$ cat src/design/nalsp_pkg.sv
// Shared types and constants for the start-code NAL unit splitter.
`default_nettype none

package nalsp_pkg;

  // NAL header bytes of the unit types that are kept
  localparam logic [7:0] NalSps = 8'h67;
  localparam logic [7:0] NalPps = 8'h68;
  localparam logic [7:0] NalIdr = 8'h65;
  localparam logic [7:0] NalP   = 8'h61;
  localparam logic [7:0] StartCodeTail = 8'h01;

  // unit_kind codes
  localparam logic [1:0] KindSps = 2'd0;
  localparam logic [1:0] KindPps = 2'd1;
  localparam logic [1:0] KindIdr = 2'd2;
  localparam logic [1:0] KindP   = 2'd3;

  // token queue between scanner and emitter
  localparam int TokDepth = 4;
  localparam int TokPtrW  = $clog2(TokDepth);
  localparam int TokCntW  = $clog2(TokDepth + 1);

  typedef enum logic [1:0] {
    ScanSearch,
    ScanKind,
    ScanBody,
    ScanSkip
  } scan_mode_e;

  typedef enum logic [1:0] {
    TokStart,   // prefix, then type byte held or sent at chunk end
    TokBody,    // body byte goes into the delay line
    TokMatch,   // start code found: oldest held byte closes the unit
    TokEnd      // chunk end: flush held bytes, then this byte closes the unit
  } tok_op_e;

  typedef struct packed {
    tok_op_e    op;
    logic [7:0] data;
    logic [1:0] kind;
    logic       chunk_end;
  } tok_t;

  // queue handshake seen by the emitter
  typedef struct packed {
    logic valid;
    tok_t tok;
  } tok_head_t;

endpackage

`default_nettype wire

$ cat src/design/nalsp_front.sv
// Scanner: finds start codes, classifies units and issues at most one token per byte.
`default_nettype none

module nalsp_front (
  input  logic           clk_i,
  input  logic           rst_ni,
  input  logic           accept_i,
  input  logic [7:0]     in_byte_i,
  input  logic           chunk_end_i,
  output logic           tok_push_o,
  output nalsp_pkg::tok_t tok_o
);
  import nalsp_pkg::*;

  scan_mode_e mode_q, mode_d;
  logic [7:0] win_q [2];
  logic [7:0] win_d [2];
  logic [1:0] wcnt_q, wcnt_d;
  logic [1:0] kind_q, kind_d;
  logic       match;
  logic       kind_ok;
  logic [1:0] kind_new;

  always_comb begin
    kind_ok  = 1'b1;
    kind_new = KindSps;
    unique case (in_byte_i)
      NalSps:  kind_new = KindSps;
      NalPps:  kind_new = KindPps;
      NalIdr:  kind_new = KindIdr;
      NalP:    kind_new = KindP;
      default: kind_ok = 1'b0;
    endcase
  end

  assign match = wcnt_q[1] && (win_q[0] == 8'h00) && (win_q[1] == 8'h00) &&
                 (in_byte_i == StartCodeTail);

  always_comb begin
    mode_d         = mode_q;
    win_d          = win_q;
    wcnt_d         = wcnt_q;
    kind_d         = kind_q;
    tok_push_o     = 1'b0;
    tok_o.op       = TokBody;
    tok_o.data     = in_byte_i;
    tok_o.kind     = kind_q;
    tok_o.chunk_end = chunk_end_i;
    if (accept_i) begin
      unique case (mode_q)
        ScanSearch, ScanSkip: begin
          if (match) begin
            mode_d = ScanKind;
            wcnt_d = 2'd0;
          end else begin
            win_d[0] = win_q[1];
            win_d[1] = in_byte_i;
            wcnt_d   = wcnt_q[1] ? 2'd2 : wcnt_q + 2'd1;
          end
        end
        ScanKind: begin
          win_d[0] = win_q[1];
          win_d[1] = in_byte_i;
          wcnt_d   = wcnt_q[1] ? 2'd2 : wcnt_q + 2'd1;
          if (kind_ok) begin
            kind_d     = kind_new;
            tok_push_o = 1'b1;
            tok_o.op   = TokStart;
            tok_o.kind = kind_new;
            mode_d     = ScanBody;
          end else begin
            mode_d = ScanSkip;
          end
        end
        ScanBody: begin
          tok_push_o = 1'b1;
          if (match) begin
            tok_o.op = TokMatch;
            wcnt_d   = 2'd0;
            mode_d   = ScanKind;
          end else if (chunk_end_i) begin
            tok_o.op = TokEnd;
          end else begin
            tok_o.op = TokBody;
            win_d[0] = win_q[1];
            win_d[1] = in_byte_i;
            wcnt_d   = wcnt_q[1] ? 2'd2 : wcnt_q + 2'd1;
          end
        end
        default: mode_d = ScanSearch;
      endcase
      // every chunk starts from scratch
      if (chunk_end_i) begin
        mode_d   = ScanSearch;
        win_d[0] = 8'h00;
        win_d[1] = 8'h00;
        wcnt_d   = 2'd0;
        kind_d   = KindSps;
      end
    end
  end

  always_ff @(posedge clk_i or negedge rst_ni) begin
    if (!rst_ni) begin
      mode_q <= ScanSearch;
      win_q[0] <= 8'h00;
      win_q[1] <= 8'h00;
      wcnt_q <= 2'd0;
      kind_q <= KindSps;
    end else begin
      mode_q <= mode_d;
      win_q  <= win_d;
      wcnt_q <= wcnt_d;
      kind_q <= kind_d;
    end
  end

endmodule

`default_nettype wire

$ cat src/design/nalsp_fifo.sv
// Short token queue between scanner and emitter.
`default_nettype none

module nalsp_fifo (
  input  logic                 clk_i,
  input  logic                 rst_ni,
  input  logic                 push_i,
  input  nalsp_pkg::tok_t      tok_i,
  output logic                 full_o,
  input  logic                 pop_i,
  output nalsp_pkg::tok_head_t head_o
);
  import nalsp_pkg::*;

  tok_t               mem_q [TokDepth];
  logic [TokPtrW-1:0] wr_q, rd_q;
  logic [TokCntW-1:0] cnt_q;
  logic               do_push, do_pop;

  assign full_o      = (cnt_q == TokCntW'(TokDepth));
  assign head_o.valid = (cnt_q != '0);
  assign head_o.tok   = mem_q[rd_q];
  assign do_push     = push_i && !full_o;
  assign do_pop      = pop_i && head_o.valid;

  always_ff @(posedge clk_i) begin
    if (do_push) mem_q[wr_q] <= tok_i;
  end

  always_ff @(posedge clk_i or negedge rst_ni) begin
    if (!rst_ni) begin
      wr_q  <= '0;
      rd_q  <= '0;
      cnt_q <= '0;
    end else begin
      if (do_push) wr_q <= wr_q + TokPtrW'(1);
      if (do_pop)  rd_q <= rd_q + TokPtrW'(1);
      unique case ({do_push, do_pop})
        2'b10:   cnt_q <= cnt_q + TokCntW'(1);
        2'b01:   cnt_q <= cnt_q - TokCntW'(1);
        default: cnt_q <= cnt_q;
      endcase
    end
  end

endmodule

`default_nettype wire

$ cat src/design/nalsp_back.sv
// Emitter: expands tokens into output words through a three-byte delay line.
`default_nettype none

module nalsp_back (
  input  logic                 clk_i,
  input  logic                 rst_ni,
  input  nalsp_pkg::tok_head_t head_i,
  output logic                 tok_pop_o,
  output logic                 empty_o,
  input  logic                 pop_i,
  output logic [7:0]           out_byte_o,
  output logic                 unit_first_o,
  output logic                 unit_last_o,
  output logic [1:0]           unit_kind_o
);
  import nalsp_pkg::*;

  logic [2:0] step_q, step_d;
  logic [7:0] held_q [3];
  logic [7:0] held_d [3];
  logic [1:0] hcnt_q, hcnt_d;
  logic       ovalid_q;
  logic [7:0] obyte_q;
  logic       ofirst_q, olast_q;
  logic [1:0] okind_q;

  logic       out_free, go, done, emit;
  logic [7:0] e_byte;
  logic       e_first, e_last;
  tok_t       tok;

  assign tok      = head_i.tok;
  assign out_free = !ovalid_q || pop_i;
  assign go       = head_i.valid && out_free;

  always_comb begin
    step_d  = step_q;
    held_d  = held_q;
    hcnt_d  = hcnt_q;
    done    = 1'b0;
    emit    = 1'b0;
    e_byte  = 8'h00;
    e_first = 1'b0;
    e_last  = 1'b0;
    unique case (tok.op)
      TokStart: begin
        emit    = 1'b1;
        e_first = (step_q == 3'd0);
        if (step_q == 3'd3) e_byte = StartCodeTail;
        if (step_q == 3'd4) begin
          e_byte = tok.data;
          e_last = 1'b1;
        end
        done = tok.chunk_end ? (step_q == 3'd4) : (step_q == 3'd3);
        if (done && !tok.chunk_end) begin
          held_d[0] = tok.data;
          hcnt_d    = 2'd1;
        end
      end
      TokBody: begin
        done = 1'b1;
        if (hcnt_q == 2'd3) begin
          emit      = 1'b1;
          e_byte    = held_q[0];
          held_d[0] = held_q[1];
          held_d[1] = held_q[2];
          held_d[2] = tok.data;
        end else begin
          held_d[hcnt_q] = tok.data;
          hcnt_d         = hcnt_q + 2'd1;
        end
      end
      TokMatch: begin
        done   = 1'b1;
        emit   = (hcnt_q == 2'd3);
        e_byte = held_q[0];
        e_last = 1'b1;
        hcnt_d = 2'd0;
      end
      TokEnd: begin
        emit = 1'b1;
        if (step_q < {1'b0, hcnt_q}) begin
          e_byte = held_q[step_q[1:0]];
        end else begin
          e_byte = tok.data;
          e_last = 1'b1;
          done   = 1'b1;
          hcnt_d = 2'd0;
        end
      end
      default: done = 1'b1;
    endcase
    if (done) step_d = 3'd0;
    else      step_d = step_q + 3'd1;
  end

  assign tok_pop_o = go && done;

  always_ff @(posedge clk_i or negedge rst_ni) begin
    if (!rst_ni) begin
      step_q   <= 3'd0;
      hcnt_q   <= 2'd0;
      ovalid_q <= 1'b0;
    end else begin
      if (go) begin
        step_q <= step_d;
        hcnt_q <= hcnt_d;
      end
      if (out_free) ovalid_q <= go && emit;
    end
  end

  always_ff @(posedge clk_i) begin
    if (go) held_q <= held_d;
    if (out_free) begin
      obyte_q  <= e_byte;
      ofirst_q <= e_first;
      olast_q  <= e_last;
      okind_q  <= tok.kind;
    end
  end

  assign empty_o      = !ovalid_q;
  assign out_byte_o   = obyte_q;
  assign unit_first_o = ofirst_q;
  assign unit_last_o  = olast_q;
  assign unit_kind_o  = okind_q;

  // a token being expanded stays at the queue head
  assert property (@(posedge clk_i) disable iff (!rst_ni)
    (step_q != 3'd0) |-> head_i.valid)
    else $error("token left the queue mid expansion");

  assert property (@(posedge clk_i) disable iff (!rst_ni)
    step_q <= 3'd4)
    else $error("expansion step out of range");

  // the first prefix word is a zero byte and never closes a unit
  assert property (@(posedge clk_i) disable iff (!rst_ni)
    (ovalid_q && ofirst_q) |-> (obyte_q == 8'h00) && !olast_q)
    else $error("bad first word of a unit");

  // a waiting result holds until taken
  assert property (@(posedge clk_i) disable iff (!rst_ni)
    (ovalid_q && !pop_i) |=> ovalid_q && $stable(obyte_q))
    else $error("result changed while stalled");

endmodule

`default_nettype wire

$ cat src/design/h264_start_code_nal_splitter.sv
// Top level of the H.264 byte-stream start-code NAL unit splitter.
//
//  channel  | direction | handshake            | words
//  input    | in        | push / full          | in_byte_i, chunk_end_i
//  result   | out       | empty / pop          | out_byte_o, unit_first_o,
//           |           |                      | unit_last_o, unit_kind_o
//
// One input word is taken per cycle while the token queue has room; the
// scanner issues at most one token per word, so input rate is one a cycle.
// The emitter sends at most one output word per cycle while the output
// register is free: a kept unit adds four prefix words, and a chunk end
// flushes up to three held bytes of the delay line. The output register
// stays full until popped; the queue absorbs a prefix burst. Reset clears
// the scan state, queue and output register.
`default_nettype none

module h264_start_code_nal_splitter (
  input  logic       clk_i,
  input  logic       rst_ni,
  input  logic       push,
  output logic       full,
  input  logic [7:0] in_byte_i,
  input  logic       chunk_end_i,
  output logic       empty,
  input  logic       pop,
  output logic [7:0] out_byte_o,
  output logic       unit_first_o,
  output logic       unit_last_o,
  output logic [1:0] unit_kind_o
);
  import nalsp_pkg::*;

  logic      accept;
  logic      tok_push;
  tok_t      tok;
  tok_head_t head;
  logic      tok_pop;

  assign accept = push && !full;

  nalsp_front u_front (
    .clk_i       (clk_i),
    .rst_ni      (rst_ni),
    .accept_i    (accept),
    .in_byte_i   (in_byte_i),
    .chunk_end_i (chunk_end_i),
    .tok_push_o  (tok_push),
    .tok_o       (tok)
  );

  nalsp_fifo u_fifo (
    .clk_i  (clk_i),
    .rst_ni (rst_ni),
    .push_i (tok_push),
    .tok_i  (tok),
    .full_o (full),
    .pop_i  (tok_pop),
    .head_o (head)
  );

  nalsp_back u_back (
    .clk_i        (clk_i),
    .rst_ni       (rst_ni),
    .head_i       (head),
    .tok_pop_o    (tok_pop),
    .empty_o      (empty),
    .pop_i        (pop),
    .out_byte_o   (out_byte_o),
    .unit_first_o (unit_first_o),
    .unit_last_o  (unit_last_o),
    .unit_kind_o  (unit_kind_o)
  );

endmodule

`default_nettype wire

$ cat config.mk
export PLATFORM = sky130hd
export DESIGN_NAME = h264_start_code_nal_splitter
export DESIGN_NICKNAME = d
export VERILOG_FILES = /design/src/design/nalsp_pkg.sv /design/src/design/nalsp_front.sv /design/src/design/nalsp_fifo.sv /design/src/design/nalsp_back.sv /design/src/design/h264_start_code_nal_splitter.sv
export SDC_FILE = /design/constraint.sdc
export NUM_CORES = 1
export LEC_CHECK = 0
export ABC_AREA = 1
export BUFFER_PORTS_ARGS = -buffer_cell sky130_fd_sc_hd__buf_4
export CAP_MARGIN = 30
export CORE_MARGIN = 8
export CORE_UTILIZATION = 45
export CTS_BUF_LIST = sky130_fd_sc_hd__clkbuf_2 sky130_fd_sc_hd__clkbuf_4 sky130_fd_sc_hd__clkbuf_8
export DETAILED_ROUTE_END_ITERATION = 12
export GPL_TIMING_DRIVEN = 0
export PLACE_DENSITY_LB_ADDON = 0.15
export SYNTH_ARGS = -nofsm -noshare
export SYNTH_HDL_FRONTEND = slang
export SYNTH_SLANG_ARGS = --single-unit
export TNS_END_PERCENT = 5
$ cat constraint.sdc
create_clock -name clk_i -period 3.9 [get_ports clk_i]
set_input_delay 0 -clock clk_i [delete_from_list [all_inputs] [get_ports clk_i]]
set_output_delay 0 -clock clk_i [all_outputs]
set_load 0.1 [all_outputs]
==> impl_metrics.tcl, run 1 <==
set metrics [dict create \
    synth_largest_type_area_fraction_pct 42.9 \
    finalMaxSlewViolations 0 \
    final_period_minus_worst_setup_slack_ns 3.39 \
    multi_input_comb_area_sq_um 2280 \
    ys_seq_area_share_pct 57.1 \
    clock_power_share_pct 19.2 \
    die_width_microns 133 \
    crit_path_cell_trace "buf_4 > buf_6 > buf_4 > nand2_1 > a32oi_1 > inv_1 > ha_1 > inv_1 > nand3_1 > nand3_1 > inv_1 > ha_1 > inv_1 > fa_1 > a21oi_1 > o21ai_0 > xor2_1" \
    ctsHtreeMaxLevel 4 \
    insertedDiodeCount 0 \
    tightestPinTransition_ns 0.663 \
    startpoint_type "flop" \
    cts_sinks 123 \
    postRouteWirelength_mm 13.2 \
    cts.root.buffer_cell "clkbuf_8" \
    finalSetupViolations 0 \
    worstSetupEndpointType "flop" \
    clock.fmax_mhz 295 \
    layout.nets 779 \
    cp_num_buf_inv 7 \
    detail_route.first_pass.iterations 6 \
    drt.antenna.violating_nets 0 \
    worst-setup-path-type "flop to flop" \
    hold_viol_final 0 \
    clk_pin_slew_ns 0.07 \
    status "finished clean" \
    gpl.final_weighted_congestion 0.881 \
    slowest_delay_ns 0.44 \
    fp.coreArea_sq_um 13300 \
    cts-buffers-inserted 17 \
    cellInternalPower_uw 3040 \
    maxCapViolCount 0 \
    timing.critical_path.mode_cell "inv_1" \
    final.fill_count 1208 \
    initial_utilization_pct 46.4 \
    final_min_period_over_clock_period_pct 87.0 \
    via_per_inst 4.88 \
    via_count_of_the_first_global_routing_pass 4752 \
    ys_types 35 \
    grt_pass1_wl_mm 22.7 \
    required_ns 4.21 \
    critPathArrivalTime_ns 3.70 \
    netSwitchingFraction_pct 45.2 \
    leading_cell_type_by_number_of_instances_after_synthesis "nand2_1" \
    synth_cells 683 \
    power_switching_uw 2510 \
    power.static_leakage_uw 0.00310 \
    power_density_nw_per_um2 781 \
    grt_antenna_before_repair 0 \
    p_r_area_growth_vs_syn_pct 15.2 \
    worst_slew_margin_rel_pct 55.7 \
    rows 42 \
    netlist_area_sq_um 6160 \
    cts_tree "yes" \
    place_hpwl_mm 9.76 \
    fp.dieArea_sq_um 17700 \
    grt_start_max_net_pins 36 \
    postSynth.topFlopCell "edfxtp_1" \
    drtIter0Drc 371 \
    ys_warn_count 0 \
    crit_fanout 10 \
    floorplan.io_pins 27 \
    routed-via-count 4556 \
    setup.reg_to_reg.worst_slack_ns 0.51 \
    r2r-start "u_fifo.rd_q[0]" \
    comb_power_share_pct 46.0 \
    quantity_of_i_o_buffers_inserted_on_ports 26 \
    class_of_the_tightest_hold_or_removal_check "primary input to asynchronous set/reset pin" \
    skew_ns 0.0103 \
    layout.area.seq_sq_um 3520 \
    regToRegEndpoint "u_fifo.cnt_q[2]" \
    worst_hold_slack_ns 0.0616 \
    detail_route.drc_violations 0 \
    postSynthNetCount 718 \
    flop_pwr_share_pct 34.8 \
    yosys.area.top_type "edfxtp_1" \
    globalRouteOverflowTotal 0 \
    clock_path_buffers 2 \
    synth_async_sr_flop_share_pct 28.5 \
    synth_seq_cells 123 \
    clk_latency_ns 0.43 \
    globalRouteTotalUtil_pct 15.9 \
    ys_top_cells_by_count "225 x nand2_1, 88 x edfxtp_1, 69 x nor2_1, 62 x nand3_1, 56 x inv_1" \
    post_drt_wl_per_cell_microns 14.1 \
    post_synth_main_area_contributors "edfxtp_1 43%, dfrtp_1 14%, nand2_1 14%, nand3_1 5.0%, ha_1 4.3%" \
    placed_cell_area_sq_um 6620 \
    fin_tns_setup_ns 0 \
    die_height_microns 133 \
    post_route_cells_drive_above_1_share_pct 13.1 \
    largest_vdd_supply_drop_mv 0.312 \
    post_syn_area_per_cell_sq_um 9.03 \
    cell_at_the_slowest_stage_of_the_critical_path "fa_1" \
    grt_setup_unrepaired "no" \
    kind_of_cell_adding_the_most_delay_to_the_critical_path "adder cells" \
    synth_enable_flop_cells 88 \
    layout.cell_area.non_filler_sq_um 7100 \
    reg2regPathDepth 17 \
]
final cells by class:
cell class	count	area share (%)
Buffer	17	1.48
Clock buffer	19	3.59
Clock inverter	13	1.69
Inverter	70	3.70
Multi-Input combinational cell	473	32.1
Sequential cell	123	49.5
Tap cell	176	3.10
Timing Repair Buffer	42	4.84
registers in the layout, indices dropped and copies added, names as in the netlist, 3 cells and up:
signal             cells
u_back.held_q         24
u_front.win_q         16
u_fifo.cnt_q           3
u_fifo.mem_q          52
u_back.step_q          3
u_back.out_byte_o      8
routing by layer:
metal | vias to the layer above | GRT usage (%) | routed length [microns]
met4 | 0 | 4.48 | 124
met1 | 2116 | 17.6 | 5590
li1 | 2355 | - | -
met3 | 9 | 4.35 | 421
met5 | - | 0 | 0
met2 | 76 | 28.9 | 7030
layout by cell type, fill, tap and decap left out, types with 11 or more instances in the layout:
| cell type | n |
|---|---|
| buf_4 | 32 |
| clkbuf_8 | 18 |
| dfrtp_1 | 35 |
| dlygate4sd3_1 | 11 |
| edfxtp_1 | 88 |
| ha_1 | 21 |
| inv_1 | 56 |
| inv_2 | 11 |
| nand2_1 | 225 |
| nand3_1 | 62 |
| nor2_1 | 69 |
| o21ai_0 | 40 |
how the worst max path moves through the flow:
stage                    start              end  slack, ns  depth (start not counted)
6_report        u_fifo.rd_q[0]  u_fifo.cnt_q[2]       0.51                         17
2_1_floorplan  u_back.ovalid_q  u_fifo.cnt_q[2]       0.85                         12
5_1_grt         u_fifo.rd_q[0]  u_fifo.cnt_q[2]       0.19                         17
3_5_place_dp    u_fifo.rd_q[0]  u_fifo.cnt_q[2]       0.55                         17
3_3_place_gp    u_fifo.rd_q[0]  u_fifo.cnt_q[2]       0.62                         17
4_1_cts         u_fifo.rd_q[0]  u_fifo.cnt_q[2]       0.49                         17
power by group through the flow:
stage,clock network [uW],logic (uW),registers [uW]
after floorplan,0,1550,2340
after global routing,1150,2880,1970
after global placement,0,2490,1950
after CTS,1090,2570,1930
final,1070,2550,1930
after detailed placement,0,2550,1960
metrics by stage:
step                      util [%]  setup slack, ns  power [uW]  instances
after floorplan                  -            0.846        3890        683
after global placement        49.5            0.619        4440        885
after detailed placement      49.8            0.548        4510        890
after CTS                     53.4            0.489        5600        933
after global routing          53.4            0.189        6010        933
final                         53.4            0.508        5550        933
cells by family (layout without fill, tap and decap cells):
group / after synthesis / after routing / share of synthesized area, %
fa+ha+maj: 22 / 22 / 4.59
flops: 123 / 123 / 57.1
compound gates: 60 / 60 / 5.13
xor+xnor: 3 / 3 / 0.426
buf+inv: 87 / 161 / 5.97
simple gates: 388 / 388 / 26.8
timing repair:
item | CTS | global route
setup buffers | 0 | 0
hold buffers | 11 | 0
endpoints found under the hold margin | 78 | 0
resized for setup | 0 | 0
Note: power is estimated with default switching activity, not from simulation.
==> inputs of run 2 (changes only) <==
==> constraint.sdc (replaced) <==
create_clock -name clk_i -period 3.26 [get_ports clk_i]
set_input_delay 0 -clock clk_i [delete_from_list [all_inputs] [get_ports clk_i]]
set_output_delay 0 -clock clk_i [all_outputs]
set_load 0.1 [all_outputs]
==> run 2 against run 1 <==
Effect of this change: cell count shrank 0.32%; die area unchanged; critical endpoint unchanged; sequential power up 20%; clock skew hardly changed; worst setup slack got worse by 0.30 ns; first-iteration DRC count is 1.9% lower; final area grew 0.48%; utilization up 0.25 points; critical path type unchanged; largest cell class unchanged.
==> impl_metrics.tcl, run 2 (same netlist as run 1, synthesis figures left out) <==
set metrics [dict create \
    ctsHtreeMaxLevel 4 \
    grt_start_max_net_pins 36 \
    netSwitchingFraction_pct 45.4 \
    commonest_non_fill_non_tap_cell_in_the_layout "nand2_1" \
    globalRouteTotalUtil_pct 15.9 \
    postRouteWirelength_mm 13.3 \
    largest_vdd_supply_drop_mv 0.378 \
    layout.cell_area.non_filler_sq_um 7140 \
    placed_cell_area_sq_um 6620 \
    largestRegisters "u_fifo.mem_q: 52 flops, u_back.held_q: 24 flops, u_front.win_q: 16 flops" \
    via_count_of_the_first_global_routing_pass 4761 \
    die_width_microns 133 \
    finish.utilization_pct 53.7 \
    gpl.final_weighted_congestion 0.881 \
    cts-buffers-inserted 17 \
    power_density_nw_per_um2 940 \
    fp.coreArea_sq_um 13300 \
    clock_power_share_pct 19.0 \
    insertedDiodeCount 0 \
    flip_flop_count_of_the_largest_register_all_copies_and_words_added 52 \
    globalRouteOverflowTotal 0 \
    final_min_period_over_clock_period_pct 93.5 \
    drtIter0Drc 364 \
    clk_latency_ns 0.43 \
    clock.fmax_mhz 328 \
    required_ns 3.57 \
    maxCapViolCount 0 \
    tightestPinTransition_ns 0.662 \
    final_cell_count_no_fill 930 \
    status "finished clean" \
    layout.nets 776 \
    detail_route.first_pass.iterations 6 \
    mostFrequentLayoutCells "225 x nand2_1, 88 x edfxtp_1, 69 x nor2_1" \
    comb_power_share_pct 46.5 \
    die_height_microns 133 \
    p_r_area_growth_vs_syn_pct 15.8 \
    startpoint_type "flop" \
    post_drt_wl_per_cell_microns 14.3 \
    post_cts.repair.setup_buffers 0 \
    clock_path_buffers 2 \
    initial_utilization_pct 46.4 \
    cellInternalPower_uw 3660 \
    rows 42 \
    cts.root.buffer_cell "clkbuf_8" \
    power.static_leakage_uw 0.00310 \
    cts_sinks 123 \
    clk_pin_slew_ns 0.08 \
    fin_tns_setup_ns 0 \
    worst-setup-path-type "flop to flop" \
    place_hpwl_mm 9.76 \
    post_route_cells_drive_above_1_share_pct 13.5 \
    fp.dieArea_sq_um 17700 \
    class_of_the_tightest_hold_or_removal_check "primary input to asynchronous set/reset pin" \
    drt.antenna.violating_nets 0 \
    power_switching_uw 3040 \
    finalMaxSlewViolations 0 \
    grt_antenna_before_repair 0 \
    via_per_inst 4.90 \
    worstSetupEndpointType "flop" \
    floorplan.io_pins 27 \
    grt_pass1_wl_mm 22.8 \
    routed-via-count 4554 \
    top_register_by_number_of_flip_flops "u_fifo.mem_q" \
    hold_viol_final 0 \
    dp.cells 890 \
    critPathArrivalTime_ns 3.36 \
    skew_ns 0.0103 \
    cts_tree "yes" \
    crit_fanout 15 \
    quantity_of_i_o_buffers_inserted_on_ports 26 \
    flop_pwr_share_pct 34.5 \
    detail_route.drc_violations 0 \
    finalSetupViolations 0 \
    final_period_minus_worst_setup_slack_ns 3.05 \
    worst_slew_margin_rel_pct 55.7 \
]
## run 2: power by group through the flow
| stage | Clock, uW | Sequential [uW] | Combinational, uW |
|---|---|---|---|
| floorplan | 0 | 2800 | 1860 |
| global placement | 0 | 2340 | 2980 |
| detailed placement | 0 | 2340 | 3050 |
| CTS | 1310 | 2310 | 3100 |
| global route | 1380 | 2360 | 3510 |
| finish | 1270 | 2320 | 3120 |
## run 2: path summary, 6_finish.rpt
| check | cells after the start | start | end | slack [ns] |
|---|---|---|---|---|
| max | 15 | u_fifo.rd_q[1] | u_fifo.cnt_q[2] | 0.21 |
| min | 2 | rst_ni | u_front.wcnt_q[0] | 0.06 |
| max reg2reg | 15 | u_fifo.rd_q[1] | u_fifo.cnt_q[2] | 0.21 |
| min reg2reg | 2 | u_front.win_q[15] | u_front.win_q[15] | 0.48 |
| max in group asynchronous | 2 | rst_ni | u_back.hcnt_q[0] | 2.86 |
| min in group clk_i | 3 | pop | u_back.ovalid_q | 0.27 |
## run 2: per-layer routing
layer,part of all wire (%),vias up,wire [microns],GRT usage (%)
met5,0,-,0,0
met4,1.3,0,167,4.48
met2,53,64,7070,29.2
met1,42,2129,5650,17.6
li1,-,2349,-,-
met3,3.2,12,420,4.35
## run 2: layout make-up
type | instances | area, sq um
fill | 1202 | 6160
sequential | 123 | 3520
multi-input combinational | 473 | 2330
timing repair buffer | 42 | 344
inverter | 70 | 263
clock buffer | 19 | 255
tap | 176 | 220
clock inverter | 13 | 120
buffer | 14 | 91.3
## run 2: critical path, cell delays in order, from the launching register on
cell and delay (ns):
dfrtp_1 0.46, inv_2 0.30, a21oi_1 0.14, a32oi_4 0.26, inv_2 0.09, ha_1 0.28, inv_1 0.05, nand3_2 0.11
nand3_2 0.10, inv_1 0.07, ha_1 0.13, inv_1 0.07, fa_1 0.44, a21oi_1 0.14, o21ai_0 0.11, xor2_1 0.16
## run 2: through the flow
stage	setup WS (ns)	hold WS (ns)	power (uW)
2_1_floorplan	0.206	-0.296	4660
3_3_place_gp	-0.0212	-0.0143	5310
3_5_place_dp	-0.0919	-0.00570	5400
4_1_cts	0.0108	0.0539	6720
5_1_grt	-0.0110	0.0845	7250
6_report	0.213	0.0610	6710
## run 2: what timing repair did
| action | 4_1_cts | 5_1_grt |
|---|---|---|
| setup endpoints to repair | 1 | 2 |
| hold endpoints to repair | 78 | 0 |
| hold buffers | 11 | 0 |
| pin swaps | 1 | 1 |
| gates resized for setup | 3 | 6 |
==> inputs of run 3 (changes only) <==
--- a/config.mk
+++ b/config.mk
@@ -8,6 +8,8 @@
 export ABC_AREA = 1
 export BUFFER_PORTS_ARGS = -buffer_cell sky130_fd_sc_hd__buf_4
 export CAP_MARGIN = 30
+export CELL_PAD_IN_SITES_DETAIL_PLACEMENT = 1
+export CELL_PAD_IN_SITES_GLOBAL_PLACEMENT = 1
 export CORE_MARGIN = 8
 export CORE_UTILIZATION = 45
 export CTS_BUF_LIST = sky130_fd_sc_hd__clkbuf_2 sky130_fd_sc_hd__clkbuf_4 sky130_fd_sc_hd__clkbuf_8
==> run 3 against run 2 <==
Effect of this change: clock power increased by 23%; sequential share of layout area decreased by 0.88 points; critical path depth unchanged; first-iteration DRC count decreased by 16%; cell count increased by 0.32%; sequential cell count unchanged; combinational power increased by 9.9%; register-to-register slack improved by 0.02 ns; die area unchanged; worst setup slack improved by 0.025 ns.
==> impl_metrics.tcl, run 3 (same netlist as run 1, synthesis figures left out) <==
set metrics [dict create \
    status "finished clean" \
    timing.critical_path.mode_cell "inv_1" \
    power_switching_uw 3320 \
    worst-setup-path-type "flop to flop" \
    worst_slew_margin_rel_pct 51.0 \
    grt_antenna_before_repair 0 \
    startpoint_type "flop" \
    place_hpwl_mm 12.1 \
    quantity_of_i_o_buffers_inserted_on_ports 26 \
    mostFrequentLayoutCells "225 x nand2_1, 88 x edfxtp_1, 69 x nor2_1" \
    p_r_area_growth_vs_syn_pct 18.0 \
    grt_setup_unrepaired "no" \
    final_min_period_over_clock_period_pct 92.7 \
    class_of_the_tightest_hold_or_removal_check "primary input to asynchronous set/reset pin" \
    power_uw 7340 \
    clock_path_buffers 2 \
    final_critical_path_setup_slack_ns 0.237 \
    detail_route.drc_violations 0 \
    detail_route.first_pass.iterations 5 \
    hold_viol_final 0 \
    top_register_by_number_of_flip_flops "u_fifo.mem_q" \
    floorplan.io_pins 27 \
    crit_path_cell_trace "inv_8 > nand2_1 > a32oi_4 > inv_1 > ha_1 > inv_1 > nand3_2 > nand3_2 > inv_1 > ha_1 > inv_1 > fa_1 > a21oi_1 > o21ai_0 > xor2_1" \
    initial_utilization_pct 46.4 \
    flop_pwr_share_pct 32.1 \
    routed-via-count 4950 \
    finalSetupViolations 0 \
    cell_at_the_slowest_stage_of_the_critical_path "dfrtp_2" \
    fin_tns_setup_ns 0 \
    cts_sinks 123 \
    finish.utilization_pct 54.7 \
    post_route_cells_drive_above_1_share_pct 13.7 \
    netSwitchingFraction_pct 45.2 \
    cts-buffers-inserted 17 \
    postRouteWirelength_mm 16.6 \
    drt.antenna.violating_nets 0 \
    largest_vdd_supply_drop_mv 0.726 \
    final.fill_count 1567 \
    globalRouteOverflowTotal 0 \
    via_per_inst 5.31 \
    die_width_microns 133 \
    slowest_delay_ns 0.48 \
    clock.fmax_mhz 331 \
    post_drt_wl_per_cell_microns 17.8 \
    clk_pin_slew_ns 0.08 \
    largestRegisters "u_fifo.mem_q: 52 flops, u_back.held_q: 24 flops, u_front.win_q: 16 flops" \
    grt_pass1_wl_mm 26.8 \
    finalMaxSlewViolations 0 \
    critPathArrivalTime_ns 3.35 \
    crit_fanout 18 \
    cts.root.buffer_cell "clkbuf_8" \
    skew_ns 0.0113 \
    fp.coreArea_sq_um 13300 \
    globalRouteTotalUtil_pct 19.4 \
    rows 42 \
    tightestPinTransition_ns 0.732 \
    drtIter0Drc 307 \
    fp.dieArea_sq_um 17700 \
    setup.reg_to_reg.worst_slack_ns 0.24 \
    power_density_nw_per_um2 1010 \
    die_height_microns 133 \
    clk_latency_ns 0.46 \
    required_ns 3.59 \
    flip_flop_count_of_the_largest_register_all_copies_and_words_added 52 \
    final_period_minus_worst_setup_slack_ns 3.02 \
    via_count_of_the_first_global_routing_pass 5250 \
    layout.nets 779 \
    cellInternalPower_uw 4020 \
    worstSetupEndpointType "flop" \
    grt_start_max_net_pins 36 \
    clock_power_share_pct 21.2 \
    comb_power_share_pct 46.7 \
    maxCapViolCount 0 \
    power.static_leakage_uw 0.00317 \
    gpl.final_weighted_congestion 0.830 \
    dp_worst_setup_slack_ns -0.371 \
    insertedDiodeCount 0 \
    ctsHtreeMaxLevel 4 \
    cts_tree "yes" \
    commonest_non_fill_non_tap_cell_in_the_layout "nand2_1" \
]
run 3: cell count changes in the layout (fill, tap and decap cells not counted), moves of 2 or more:
cell	previous run	this run
bufinv_16	1	5
clkinv_1	3	5
clkinvlp_4	6	3
dfrtp_1	35	33
dfrtp_2	0	2
inv_1	54	56
inv_2	13	9
run 3: area by class of cell:
class                   instances  area (sq um)  share of cell area [%]
plain buffers                  13          88.8                    1.22
clock buffers                  17           234                    3.22
clock inverters                15           220                    3.03
inverters                      70           275                    3.78
multi-input cells             473          2310                    31.8
flip-flops and latches        123          3520                    48.4
well taps                     176           220                    3.03
repair buffers                 46           399                    5.49
run 3: path summary, 6_finish.rpt:
check,start,to,cells past startpoint
min in group clk_i,pop,u_back.ovalid_q,3
hold / removal,rst_ni,u_front.win_q[12],2
max in group asynchronous,rst_ni,u_fifo.rd_q[0],2
hold reg to reg,u_front.win_q[10],u_front.win_q[10],2
setup / recovery,u_fifo.rd_q[0],u_fifo.cnt_q[2],15
setup reg to reg,u_fifo.rd_q[0],u_fifo.cnt_q[2],15
run 3: per-stage QoR:
step	cells	hold slack, ns	area [sq um]
floorplan	683	-0.296	6160
global placement	885	-0.00811	6580
detailed placement	890	-0.00594	6630
CTS	932	0.0195	7220
global route	933	0.0643	7270
finish	933	0.0351	7270
run 3: what timing repair did:
item                                    CTS  global route
endpoints found under the setup margin    2             1
setup buffers                             2             1
cloned                                    0             1
endpoints found under the hold margin    79             0
hold buffers                             11             0
resized for setup                         5            13
pin swaps                                 2             1
run 3: critical path, delay by kind of cell (launching register included):
| kind | cells | cell delay, ns |
|---|---|---|
| adders and majority gates | 3 | 0.88 |
| AOI/OAI and AO/OA | 3 | 0.54 |
| buffers and inverters | 5 | 0.51 |
| DFF | 1 | 0.48 |
| and+or+nand+nor | 3 | 0.32 |
| xor gates and xnor gates | 1 | 0.15 |
run 3: power groups by stage:
stage	Sequential, uW	Clock (uW)	Combinational, uW
2_1_floorplan	2800	0	1860
3_3_place_gp	2340	0	3090
3_5_place_dp	2360	0	3250
4_1_cts	2330	1590	3340
5_1_grt	2380	1660	3800
6_report	2350	1560	3430
run 3: per-layer routing:
layer	vias to the layer above	global-route usage [%]	routed length [microns]
met5	-	0	0
met4	0	6.69	314
met3	25	4.20	544
li1	2361	-	-
met2	82	32.2	8110
met1	2482	24.4	7600
